<file path="src/clsb_pkg.sv">
package clsb_pkg;

    localparam int WORD_BITS = 32;
    localparam int CHUNK_LSB = 7;
    localparam int POS_W     = $clog2(WORD_BITS - CHUNK_LSB);
    localparam int CNT_W     = $clog2(2 * (WORD_BITS / 8) + 5);
    localparam int OUT_MAX   = 8;
    localparam int IDX_W     = $clog2(OUT_MAX);
    localparam int VALUE_W   = 32;
    localparam int REG_W     = 4;
    localparam int LIT_W     = 8;
    localparam int KIND_W    = 3;
    localparam int S_TDATA_W = ((VALUE_W + REG_W + 7) / 8) * 8;
    localparam int M_FIELD_W = KIND_W + REG_W + LIT_W;
    localparam int M_TDATA_W = ((M_FIELD_W + 7) / 8) * 8;
    localparam int Q_DEPTH   = 2;
    localparam int Q_PTR_W   = $clog2(Q_DEPTH);
    localparam int Q_CNT_W   = $clog2(Q_DEPTH + 1);

    typedef enum logic [KIND_W-1:0] {
        OP_MOV = 3'd0,
        OP_ADD = 3'd1,
        OP_SHL = 3'd2,
        OP_NEG = 3'd3,
        OP_NOT = 3'd4
    } op_kind_t;

    // one scheduled request for the emitter
    typedef struct packed {
        logic [WORD_BITS-1:0] word;
        op_kind_t             tail_kind;
        logic [REG_W-1:0]     dest;
        logic [IDX_W-1:0]     last_idx;
    } desc_t;

    typedef struct packed {
        logic             found;
        logic [POS_W-1:0] pos;
    } top_t;

    // highest set bit at or above CHUNK_LSB; pos is the chunk's low bit
    function automatic top_t find_top(input logic [WORD_BITS-1:0] w);
        top_t r;
        r = '0;
        for (int j = CHUNK_LSB; j < WORD_BITS; j++) begin
            if (w[j]) begin
                r.found = 1'b1;
                r.pos   = POS_W'(j - CHUNK_LSB);
            end
        end
        return r;
    endfunction

    function automatic logic [WORD_BITS-1:0] clear_chunk(input logic [WORD_BITS-1:0] w,
                                                         input logic [POS_W-1:0] pos);
        logic [WORD_BITS-1:0] m;
        m = {{(WORD_BITS-LIT_W){1'b0}}, {LIT_W{1'b1}}} << pos;
        return w & ~m;
    endfunction

    function automatic logic [LIT_W-1:0] chunk_at(input logic [WORD_BITS-1:0] w,
                                                  input logic [POS_W-1:0] pos);
        logic [WORD_BITS-1:0] s;
        s = w >> pos;
        return s[LIT_W-1:0];
    endfunction

endpackage

</file>
<file path="src/clsb_front.sv">
module clsb_front (
    input  logic                            aclk,
    input  logic                            aresetn,
    input  logic                            in_valid,
    output logic                            in_ready,
    input  logic [clsb_pkg::VALUE_W-1:0]    in_value,
    input  logic [clsb_pkg::REG_W-1:0]      in_dest,
    output logic                            push,
    output clsb_pkg::desc_t                 push_desc,
    input  logic                            q_full
);
    import clsb_pkg::*;

    typedef enum logic [2:0] {
        F_IDLE = 3'b001,
        F_SCAN = 3'b010,
        F_DONE = 3'b100
    } fstate_t;

    fstate_t              state_reg, state_next;
    logic [WORD_BITS-1:0] w_reg    [3];
    logic [WORD_BITS-1:0] orig_reg [3];
    logic                 have_reg [3];
    logic [POS_W-1:0]     prev_reg [3];
    logic [CNT_W-1:0]     n_reg    [3];
    logic [REG_W-1:0]     dst_reg;

    top_t                 tp       [3];
    logic [CNT_W-1:0]     fin_n    [3];
    logic [WORD_BITS-1:0] start_w  [3];
    logic                 any_found;
    logic                 accept;
    logic [1:0]           best;
    logic [CNT_W-1:0]     best_n;

    assign accept = in_valid && in_ready;

    always_comb begin
        start_w[0] = WORD_BITS'(in_value);
        start_w[1] = WORD_BITS'(0) - start_w[0];
        start_w[2] = ~start_w[0];
        any_found  = 1'b0;
        for (int v = 0; v < 3; v++) begin
            tp[v]     = find_top(w_reg[v]);
            any_found = any_found | tp[v].found;
            // closing ops: lone move, or trailing shift and add; plus negate/not
            if (!have_reg[v]) begin
                fin_n[v] = n_reg[v] + CNT_W'(1);
            end else begin
                fin_n[v] = n_reg[v] + CNT_W'(prev_reg[v] != '0) + CNT_W'(w_reg[v] != '0);
            end
            if (v != 0) begin
                fin_n[v] = fin_n[v] + CNT_W'(1);
            end
        end
    end

    // earlier variant wins a tie
    always_comb begin
        best   = 2'd0;
        best_n = n_reg[0];
        if (n_reg[1] < best_n) begin
            best   = 2'd1;
            best_n = n_reg[1];
        end
        if (n_reg[2] < best_n) begin
            best   = 2'd2;
            best_n = n_reg[2];
        end
    end

    always_comb begin
        push_desc.word      = orig_reg[best];
        push_desc.dest      = dst_reg;
        push_desc.tail_kind = (best == 2'd1) ? OP_NEG : (best == 2'd2) ? OP_NOT : OP_MOV;
        if (best_n >= CNT_W'(OUT_MAX)) begin
            push_desc.last_idx = IDX_W'(OUT_MAX - 1);
        end else begin
            push_desc.last_idx = IDX_W'(best_n - CNT_W'(1));
        end
    end

    assign push     = (state_reg == F_DONE) && !q_full;
    assign in_ready = (state_reg == F_IDLE) || push;

    always_comb begin
        state_next = state_reg;
        unique case (state_reg)
            F_IDLE: begin
                if (accept) state_next = F_SCAN;
            end
            F_SCAN: begin
                if (!any_found) state_next = F_DONE;
            end
            F_DONE: begin
                if (accept)    state_next = F_SCAN;
                else if (push) state_next = F_IDLE;
            end
            default: state_next = F_IDLE;
        endcase
    end

    always_ff @(posedge aclk) begin
        if (!aresetn) begin
            state_reg <= F_IDLE;
        end else begin
            state_reg <= state_next;
        end
    end

    always_ff @(posedge aclk) begin
        if (accept) begin
            dst_reg <= in_dest;
            for (int v = 0; v < 3; v++) begin
                w_reg[v]    <= start_w[v];
                orig_reg[v] <= start_w[v];
                have_reg[v] <= 1'b0;
                prev_reg[v] <= '0;
                n_reg[v]    <= '0;
            end
        end else if (state_reg == F_SCAN) begin
            for (int v = 0; v < 3; v++) begin
                if (!any_found) begin
                    n_reg[v] <= fin_n[v];
                end else if (tp[v].found) begin
                    w_reg[v]    <= clear_chunk(w_reg[v], tp[v].pos);
                    prev_reg[v] <= tp[v].pos;
                    have_reg[v] <= 1'b1;
                    n_reg[v]    <= n_reg[v] + (have_reg[v] ? CNT_W'(2) : CNT_W'(1));
                end
            end
        end
    end

endmodule

</file>
<file path="src/clsb_queue.sv">
module clsb_queue (
    input  logic            aclk,
    input  logic            aresetn,
    input  logic            push,
    input  clsb_pkg::desc_t push_desc,
    output logic            full,
    input  logic            pop,
    output clsb_pkg::desc_t pop_desc,
    output logic            not_empty
);
    import clsb_pkg::*;

    desc_t              mem_reg [Q_DEPTH];
    logic [Q_PTR_W-1:0] wr_ptr_reg;
    logic [Q_PTR_W-1:0] rd_ptr_reg;
    logic [Q_CNT_W-1:0] cnt_reg;

    assign full      = (cnt_reg == Q_CNT_W'(Q_DEPTH));
    assign not_empty = (cnt_reg != '0);
    assign pop_desc  = mem_reg[rd_ptr_reg];

    function automatic logic [Q_PTR_W-1:0] ptr_inc(input logic [Q_PTR_W-1:0] p);
        return (p == Q_PTR_W'(Q_DEPTH - 1)) ? '0 : p + Q_PTR_W'(1);
    endfunction

    always_ff @(posedge aclk) begin
        if (!aresetn) begin
            wr_ptr_reg <= '0;
            rd_ptr_reg <= '0;
            cnt_reg    <= '0;
        end else begin
            if (push) wr_ptr_reg <= ptr_inc(wr_ptr_reg);
            if (pop)  rd_ptr_reg <= ptr_inc(rd_ptr_reg);
            if (push && !pop)      cnt_reg <= cnt_reg + Q_CNT_W'(1);
            else if (pop && !push) cnt_reg <= cnt_reg - Q_CNT_W'(1);
        end
    end

    always_ff @(posedge aclk) begin
        if (push) mem_reg[wr_ptr_reg] <= push_desc;
    end

endmodule

</file>
<file path="src/clsb_back.sv">
module clsb_back (
    input  logic                       aclk,
    input  logic                       aresetn,
    input  logic                       q_valid,
    input  clsb_pkg::desc_t            q_desc,
    output logic                       pop,
    output logic                       out_valid,
    input  logic                       out_ready,
    output clsb_pkg::op_kind_t         out_kind,
    output logic [clsb_pkg::REG_W-1:0] out_dest,
    output logic [clsb_pkg::LIT_W-1:0] out_lit,
    output logic                       out_last
);
    import clsb_pkg::*;

    typedef enum logic [2:0] {
        B_CHUNK = 3'b001,
        B_FADD  = 3'b010,
        B_TAIL  = 3'b100
    } bphase_t;

    logic                 busy_reg;
    bphase_t              phase_reg, phase_next;
    logic [WORD_BITS-1:0] w_reg, w_next;
    logic                 have_reg, have_next;
    logic                 pend_reg, pend_next;
    logic [POS_W-1:0]     prev_reg, prev_next;
    logic [IDX_W-1:0]     idx_reg;
    logic [IDX_W-1:0]     last_idx_reg;
    op_kind_t             tail_reg;
    logic [REG_W-1:0]     dst_reg;

    logic                 valid_reg;
    op_kind_t             kind_reg, kind_next;
    logic [LIT_W-1:0]     lit_reg, lit_next;
    logic                 last_reg;
    logic [REG_W-1:0]     odest_reg;

    top_t                 tp;
    logic                 emit;
    logic                 is_last;
    logic                 load;

    assign emit    = busy_reg && (!valid_reg || out_ready);
    assign is_last = (idx_reg == last_idx_reg);
    assign load    = q_valid && (!busy_reg || (emit && is_last));
    assign pop     = load;

    always_comb begin
        tp         = find_top(w_reg);
        w_next     = w_reg;
        have_next  = have_reg;
        pend_next  = pend_reg;
        prev_next  = prev_reg;
        phase_next = phase_reg;
        kind_next  = tail_reg;
        lit_next   = '0;
        unique case (phase_reg)
            B_CHUNK: begin
                if (pend_reg) begin
                    // add of the chunk whose shift was the previous instruction emitted
                    kind_next = OP_ADD;
                    lit_next  = chunk_at(w_reg, prev_reg);
                    w_next    = clear_chunk(w_reg, prev_reg);
                    pend_next = 1'b0;
                end else if (tp.found && !have_reg) begin
                    kind_next = OP_MOV;
                    lit_next  = chunk_at(w_reg, tp.pos);
                    w_next    = clear_chunk(w_reg, tp.pos);
                    have_next = 1'b1;
                    prev_next = tp.pos;
                end else if (tp.found) begin
                    kind_next = OP_SHL;
                    lit_next  = LIT_W'(prev_reg - tp.pos);
                    prev_next = tp.pos;
                    pend_next = 1'b1;
                end else if (!have_reg) begin
                    kind_next  = OP_MOV;
                    lit_next   = w_reg[LIT_W-1:0];
                    phase_next = B_TAIL;
                end else if (prev_reg != '0) begin
                    kind_next  = OP_SHL;
                    lit_next   = LIT_W'(prev_reg);
                    phase_next = B_FADD;
                end else if (w_reg != '0) begin
                    kind_next  = OP_ADD;
                    lit_next   = w_reg[LIT_W-1:0];
                    phase_next = B_TAIL;
                end
            end
            B_FADD: begin
                if (w_reg != '0) begin
                    kind_next  = OP_ADD;
                    lit_next   = w_reg[LIT_W-1:0];
                    phase_next = B_TAIL;
                end
            end
            B_TAIL: begin
                kind_next = tail_reg;
            end
            default: phase_next = B_CHUNK;
        endcase
    end

    always_ff @(posedge aclk) begin
        if (!aresetn) begin
            busy_reg  <= 1'b0;
            valid_reg <= 1'b0;
            phase_reg <= B_CHUNK;
            pend_reg  <= 1'b0;
            have_reg  <= 1'b0;
            idx_reg   <= '0;
        end else begin
            if (load) begin
                busy_reg  <= 1'b1;
                phase_reg <= B_CHUNK;
                pend_reg  <= 1'b0;
                have_reg  <= 1'b0;
                idx_reg   <= '0;
            end else if (emit) begin
                busy_reg  <= !is_last;
                phase_reg <= phase_next;
                pend_reg  <= pend_next;
                have_reg  <= have_next;
                idx_reg   <= idx_reg + IDX_W'(1);
            end
            if (emit)           valid_reg <= 1'b1;
            else if (out_ready) valid_reg <= 1'b0;
        end
    end

    always_ff @(posedge aclk) begin
        if (load) begin
            w_reg        <= q_desc.word;
            prev_reg     <= '0;
            last_idx_reg <= q_desc.last_idx;
            tail_reg     <= q_desc.tail_kind;
            dst_reg      <= q_desc.dest;
        end else if (emit) begin
            w_reg    <= w_next;
            prev_reg <= prev_next;
        end
        if (emit) begin
            kind_reg  <= kind_next;
            lit_reg   <= lit_next;
            last_reg  <= is_last;
            odest_reg <= dst_reg;
        end
    end

    assign out_valid = valid_reg;
    assign out_kind  = kind_reg;
    assign out_lit   = lit_reg;
    assign out_last  = last_reg;
    assign out_dest  = odest_reg;

endmodule

</file>
<file path="src/constant_load_sequence_builder.sv">
// Constant load sequence builder.
// Input stream: one request per constant. s_tdata carries the 32-bit value and
// the destination register number. Output stream: one request per emitted
// instruction (op kind, register, literal); m_tlast marks the final one of a run.
// Runs are 1 to 8 instructions long. The front end scans the value, its
// negation and its complement in parallel, taking one 8-bit chunk per variant
// per cycle (zero to four chunks), picks the shortest run and queues a short
// descriptor. The back end rescans the chosen word and emits one instruction
// per cycle into the output register unless a result waits there with m_tready low.
// Overlap: the front end accepts the next constant as its descriptor is pushed;
// the emitter loads the next queued descriptor while it emits the last
// instruction of the current run. The slower side sets the rate.
// The front end keeps taking items while results wait: the two-entry
// descriptor queue and the output register decouple the sides.
// Stall: m_tready low holds the output register; the emitter, then the queue,
// then s_tready back up in turn. Nothing is dropped.
// Reset (aresetn low, synchronous) empties the queue and clears all control;
// no item is in flight afterwards.
module constant_load_sequence_builder (
    input  logic                               aclk,
    input  logic                               aresetn,
    input  logic                               s_tvalid,
    output logic                               s_tready,
    // [31:0] value, [35:32] dest_register, [39:36] zero
    input  logic [clsb_pkg::S_TDATA_W-1:0]     s_tdata,
    output logic                               m_tvalid,
    input  logic                               m_tready,
    // [2:0] op_kind, [6:3] target_register, [14:7] literal, [15] zero
    output logic [clsb_pkg::M_TDATA_W-1:0]     m_tdata,
    output logic                               m_tlast
);
    import clsb_pkg::*;

    logic             q_push;
    logic             q_pop;
    logic             q_full;
    logic             q_valid;
    desc_t            push_desc;
    desc_t            pop_desc;
    op_kind_t         out_kind;
    logic [REG_W-1:0] out_dest;
    logic [LIT_W-1:0] out_lit;
    logic             start_reg;

    clsb_front u_front (
        .aclk      (aclk),
        .aresetn   (aresetn),
        .in_valid  (s_tvalid),
        .in_ready  (s_tready),
        .in_value  (s_tdata[VALUE_W-1:0]),
        .in_dest   (s_tdata[VALUE_W+REG_W-1:VALUE_W]),
        .push      (q_push),
        .push_desc (push_desc),
        .q_full    (q_full)
    );

    // decouples scanning from emission
    clsb_queue u_queue (
        .aclk      (aclk),
        .aresetn   (aresetn),
        .push      (q_push),
        .push_desc (push_desc),
        .full      (q_full),
        .pop       (q_pop),
        .pop_desc  (pop_desc),
        .not_empty (q_valid)
    );

    clsb_back u_back (
        .aclk      (aclk),
        .aresetn   (aresetn),
        .q_valid   (q_valid),
        .q_desc    (pop_desc),
        .pop       (q_pop),
        .out_valid (m_tvalid),
        .out_ready (m_tready),
        .out_kind  (out_kind),
        .out_dest  (out_dest),
        .out_lit   (out_lit),
        .out_last  (m_tlast)
    );

    assign m_tdata = {{(M_TDATA_W-M_FIELD_W){1'b0}}, out_lit, out_dest, out_kind};

    // marks that the next output request opens a new run
    always_ff @(posedge aclk) begin
        if (!aresetn) begin
            start_reg <= 1'b1;
        end else if (m_tvalid && m_tready) begin
            start_reg <= m_tlast;
        end
    end

    a_run_opens_with_move: assert property (@(posedge aclk) disable iff (!aresetn)
        (m_tvalid && m_tready && start_reg) |-> (out_kind == OP_MOV))
        else $error("run does not open with a move");

    a_tail_closes_run: assert property (@(posedge aclk) disable iff (!aresetn)
        (m_tvalid && (out_kind == OP_NEG || out_kind == OP_NOT)) |-> (m_tlast && out_lit == '0))
        else $error("negate/not not final or carries a literal");

    a_no_queue_overflow: assert property (@(posedge aclk) disable iff (!aresetn)
        q_push |-> !q_full)
        else $error("descriptor queue overflow");

    a_pop_needs_entry: assert property (@(posedge aclk) disable iff (!aresetn)
        q_pop |-> q_valid)
        else $error("pop from empty descriptor queue");

endmodule

</file>
<file path="config.mk">
export PLATFORM = sky130hd
export DESIGN_NAME = constant_load_sequence_builder
export DESIGN_NICKNAME = d
export VERILOG_FILES = /design/src/clsb_pkg.sv /design/src/clsb_front.sv /design/src/clsb_queue.sv /design/src/clsb_back.sv /design/src/constant_load_sequence_builder.sv
export SDC_FILE = /design/constraint.sdc
export NUM_CORES = 1
export LEC_CHECK = 0
export BUFFER_PORTS_ARGS = -buffer_cell sky130_fd_sc_hd__buf_2
export CORE_AREA = 4 4 402 206
export DETAILED_ROUTE_END_ITERATION = 16
export DIE_AREA = 0 0 406 210
export PLACE_DENSITY = 0.49
export SYNTH_ARGS = -nofsm -noshare
export SYNTH_HDL_FRONTEND = slang
export SYNTH_HIERARCHICAL = 1
export SYNTH_SLANG_ARGS = --single-unit
</file>
<file path="constraint.sdc">
create_clock -name aclk -period 11.17 [get_ports aclk]
set_input_delay 2.234 -clock aclk [delete_from_list [all_inputs] [get_ports aclk]]
set_output_delay 2.234 -clock aclk [all_outputs]
set_load 0.005 [all_outputs]
</file>
# Yosys cells after proc, flatten, opt, wreduce, memory -nomap -nowiden
# Memory sizes are Yosys's and may differ from the RTL's. A register that Yosys moved wholly into a read port is not among the register bits.
# Index checks and enable logic that the tools add are counted.
# totals
ff_bits,84
ramBits,306
in_bits,44
out_inout_bits,19
word_cells,342
memories,6
# mem_list
memory,depth,width,read_ports,rd_clocked_by_memory_dff,write_ports,line_no,source
u_front.orig_reg,3,32,1,0,3,clsb_front.sv:22,logic [WORD_BITS-1:0] orig_reg [3];
u_front.w_reg,3,32,3,0,3,clsb_front.sv:21,logic [WORD_BITS-1:0] w_reg [3];
u_queue.mem_reg,2,42,1,1,1,clsb_queue.sv:13,desc_t mem_reg [Q_DEPTH];
u_front.prev_reg,3,5,3,0,3,clsb_front.sv:24,logic [POS_W-1:0] prev_reg [3];
u_front.n_reg,3,4,3,0,3,clsb_front.sv:25,logic [CNT_W-1:0] n_reg [3];
u_front.have_reg,3,1,3,0,3,clsb_front.sv:23,logic have_reg [3];
# classes
addsub,22
n_lt_le_gt_ge,3
n_eq_ne,16
n_shift,7
muxes,197
bitwise,31
n_reduce_logical,40
# op_table
cell,count
6-bit 2-to-1 mux,100
32-bit 2-to-1 mux,8
32-bit inverter,6
32-bit bitwise AND,5
"8-bit by 5-bit left shift with 32-bit output, first input constant",5
32-bit nonzero test,4
32-bit by 5-bit >> shifter with 8-bit output,2
3-bit 2-to-1 mux,19
8-bit 2-to-1 mux,6
4-bit 2-to-1 mux,11
1-bit 2-to-1 mux,38
"1-bit by 32-bit subtractor with 32-bit output, first input constant",1
5-bit 2-to-1 mux,5
4-bit by 1-bit adder with 4-bit output,6
"4-bit by 1-bit adder with 4-bit output, second input constant",5
5-bit nonzero test,4
3-bit case mux with 3 select lines,2
1-bit OR,17
8-bit case mux with 2 select lines,1
4-bit adder,3
2-bit 2-to-1 mux,6
2-bit nonzero test,6
1-bit logical AND,8
4-bit less-than comparator,2
other kinds (26),46

# Depth between registers and ports, before layout
# An unclocked memory read counts as a cell.
# logic_depth
word_depth,34
ltp_mapped,18
ltp_nobuf,16

# Cells and area by module
# Netlist, hierarchy kept.
# by_module_without_submodules
mod,n_inst,cells_per_inst,area_per_inst_um2
clsb_front,1,1177,12553.3
clsb_back,1,881,6939.2
clsb_queue,1,153,3251.9
constant_load_sequence_builder,1,2,11.3

# Least setup slack after synthesis
# OpenSTA, ideal clock, no wires.
# synth_timing
kind,input to register
startpoint,input s_tvalid
endpoint,memory u_front/n_reg[2][0] (netlist bit) (enable)
setup_ns,0.361
arrival_ns,4.810
t_required_ns,10.809
path_slack_ns,5.998
stages,4
cell_sequence,nand2_1 inv_1 nor2_1 o21ai_0
# synth_rtl
element,line_no,source
"start, declared",constant_load_sequence_builder.sv:22,"input logic s_tvalid,"
"end, declared",clsb_front.sv:25,

==> flow_metrics.py <==
metrics = {
    "run": {
        "maxCapViolations": 0,
    },
    "die": {
        "rows": 73,
        "die_area_um2": 85260,
        "coreArea_um2": 78920,
        "die_w_um": 406,
        "die_h_um": 210,
        "start_util_pct": 28.84,
        "ios": 63,
    },
    "grt": {
        "grt-busiest-layer": "met2",
        "grt_pass1_vias": 17040,
        "grt_pass1_wl_um": 105700,
        "met2_usage_pct": 25.60,
        "antenna_found_initial": 2,
        "use_met3_pct": 1.736,
        "use_met1_pct": 22.35,
        "globalRouteOverflowTotal": 0,
        "grt_max_degree": 80,
        "track_usage_pct": 15.85,
    },
    "sta": {
        "relSlewSlack_pct": 20.59,
        "setup_viol": 0,
        "worst_slew_pin_slew_ps": 1176,
        "fmaxAchievable_mhz": 204.0,
        "drv_slew": 0,
        "final-hold-violation-count": 0,
        "fin_skew_ps": 34.90,
        "period_share_pct": 43.88,
        "setup_ws_ps": 6268,
        "rsz0062_at_grt": "no",
        "min_period_ps": 4902,
        "final.setup.tns_ps": 0,
    },
    "logic_synthesis": {
        "yosysTopAreaCell": "edfxtp_1",
        "syn_nets": 2304,
        "synth.area.top_cells": "edfxtp_1 48%, mux2i_1 4.7%, nand2_1 3.7%",
        "ys_ff_latch": 390,
        "syn-cell-area_um2": 22760,
        "ys.flop_type": "edfxtp_1",
        "ys_types": 91,
        "synth_top_area_share_pct": 48.43,
        "synth-simple-area-share_pct": 15.78,
        "synth_xor_area_share_pct": 2.579,
        "netlist_instances": 2213,
        "async_flop_share_pct": 0,
        "synth_edf_count": 367,
        "synth_top_family_by_area": "simple AND/OR/NAND/NOR gates",
        "synth-compound-area-share_pct": 15.73,
        "avgSynthCellArea_um2": 10.28,
        "ys_seq_area_share_pct": 50.45,
        "muxShareOfSynthArea_pct": 8.490,
        "synthAdderAreaFrac_pct": 2.815,
        "yosys_warnings": 6,
    },
    "critical_path": {
        "cp.required_ps": 11580,
        "cp_max_fo": 72,
        "arrival_ps": 5310,
        "start_kind": "register",
        "path_class": "register to register",
        "cp-end-kind": "register",
    },
    "clock_network": {
        "ctsResizeCount": 0,
        "cts.hold.buffers_added": 0,
        "worstSkewPairLatency_ps": 560,
        "path_clk_slew_ps": 60,
        "cts.htree.levels": 2,
        "cts_buffers": 40,
        "cts_tree": "done",
        "root_buffer": "clkbuf_16",
        "postCtsSetupRepairBufs": 0,
        "clockBufferDepth": 3,
        "clkSinkCount": 390,
    },
    "power_and_ir_drop": {
        "power_w": 0.005868,
        "intPower_w": 0.003482,
        "p_comb_share_pct": 39.8,
        "peakVddDrop_mv": 0.1197,
        "switchingPower_w": 0.002387,
        "leakage_nw": 8.771,
        "p_seq_share_pct": 38.1,
        "swShare_pct": 40.67,
        "p_clk_share_pct": 22.1,
        "power_density_nw_per_um2": 232.2,
    },
    "cells_and_area": {
        "nets": 2304,
        "fin_util_pct": 32.02,
        "area_growth_pct": 11.05,
        "largest_reg_flops": 96,
        "drive_gt1_share_pct": 11.75,
    },
    "routing": {
        "drtIter0Drc": 1873,
        "vias": 17730,
        "avgRoutedWirePerCell_um": 21.06,
        "first_pass_iters": 6,
        "routed_wl_um": 69320,
        "antenna_left": 0,
        "detail_route.vias_per_cell": 5.388,
        "drcViolationCount": 0,
    },
    "worst_hold_path": {
        "hp-class": "register to register",
    },
    "placed_design": {
        "post-place-ws_ps": 6181,
        "gp_congestion": 0.9048,
        "place_hpwl_um": 49260,
        "portBuffers": 57,
    },
    "outcome": {
        "status": "finished, final reports clean",
    },
}
## metrics by stage
| stage | instance area, um2 | instances | hold WS, ps |
|---|---|---|---|
| final | 25270 | 3291 | 417.1 |
| after global routing | 25260 | 3289 | 423.4 |
| after CTS | 25260 | 3288 | 416.7 |
| after detailed placement | 24050 | 3221 | 404.5 |
| after global placement | 24050 | 3221 | 408.0 |
| after floorplan | 22760 | 2213 | 400.3 |
## cells in the final DEF (no fill, tap or decap), types with 18 or more instances in the layout
master / Yosys / routed
a21oi_1: 132 / 132
buf_2: 25 / 57
edfxtp_1: 367 / 367
o22ai_1: 18 / 18
xnor2_1: 55 / 55
nor2b_1: 26 / 25
nand2_1: 223 / 222
mux2_2: 63 / 63
a211oi_1: 32 / 32
o211ai_1: 34 / 34
buf_4: 11 / 26
nor4_1: 36 / 35
inv_1: 94 / 93
nand2b_1: 21 / 21
dfxtp_1: 23 / 21
o21ai_0: 158 / 157
ha_1: 40 / 40
o31ai_1: 20 / 20
nor3_1: 55 / 55
clkbuf_16: 0 / 40
and2_1: 20 / 19
nand3_1: 82 / 82
mux2i_1: 106 / 106
nor2_1: 196 / 196
## per-layer routing
| layer | vias to the layer above | routed length (um) |
|---|---|---|
| met5 | - | 0 |
| met4 | 0 | 2162 |
| met3 | 128 | 3281 |
| met2 | 568 | 31680 |
| met1 | 8755 | 32190 |
| li1 | 8280 | - |
## layout make-up
type,count,area (um2)
tap,1050,1314
antenna,3,7.507
inverter,100,380.4
sequential,390,11480
clock inverter,18,170.2
timing repair buffer,83,480.5
multi-input combinational,1598,10390
clock buffer,49,1045
fill,8175,53650
## power by group through the flow
| stage | Sequential (W) | Combinational [W] | Clock (W) |
|---|---|---|---|
| after floorplan | 0.00205 | 0.00178 | 0 |
| after global placement | 0.00226 | 0.00231 | 0 |
| after detailed placement | 0.00226 | 0.00231 | 0 |
| after CTS | 0.00223 | 0.00232 | 0.00134 |
| after global routing | 0.00226 | 0.00255 | 0.00139 |
| final | 0.00224 | 0.00234 | 0.00130 |
## Yosys cell counts, drive strengths merged (8+ instances only)
master  number
dfxtp       23
edfxtp     367
clkbuf      73
inv         97
and3        11
a211oi      33
or4         16
o211ai      35
nor2b       26
o221ai      11
mux2        65
nand4       15
o21ai      172
xor2        12
o21a         8
o311ai       8
o22ai       18
a21boi       8
nand2b      21
ha          40
or2         10
a211o       10
a31oi       13
nor3        60
xnor2       55
and2        23
a221oi       8
o31ai       20
mux2i      106
a21oi      132
nor3b        8
buf         52
nor4        39
nand3       82
nand2      224
nor2       196
a21o        15
## cell families (layout without fill, tap and decap cells)
| family | count (synthesis) | count (layout) |
|---|---|---|
| DFF | 390 | 390 |
| muxes | 177 | 177 |
| buffers and inverters | 225 | 250 |
| AOI/OAI and AO/OA | 555 | 555 |
| and+or+nand+nor | 751 | 751 |
| adders and majority gates | 47 | 47 |
| xor gates and xnor gates | 67 | 67 |
| other | 1 | 4 |
## final timing paths
check                  startpoint                   end  slack (ps)  cells after the start
min             u_back/dst_reg[3]    u_back/out_dest[3]         420                      0
min reg2reg     u_back/dst_reg[3]    u_back/out_dest[3]         420                      0
max reg2reg  u_front/w_reg[0][23]  u_front/w_reg[0][14]        6270                     11
max          u_front/w_reg[0][23]  u_front/w_reg[0][14]        6270                     11
## critical path, stage by stage, from the launching register on
cell and delay, ps:
edfxtp_1 500, or4_4 600, or3_1 590, nor2_1 470, nand2_1 240, o21ai_4 170
buf_4 690, clkinv_2 470, buf_4 460, nand3_1 180, mux2i_1 110, a211oi_2 210
Power figures use the tool's default switching activity.
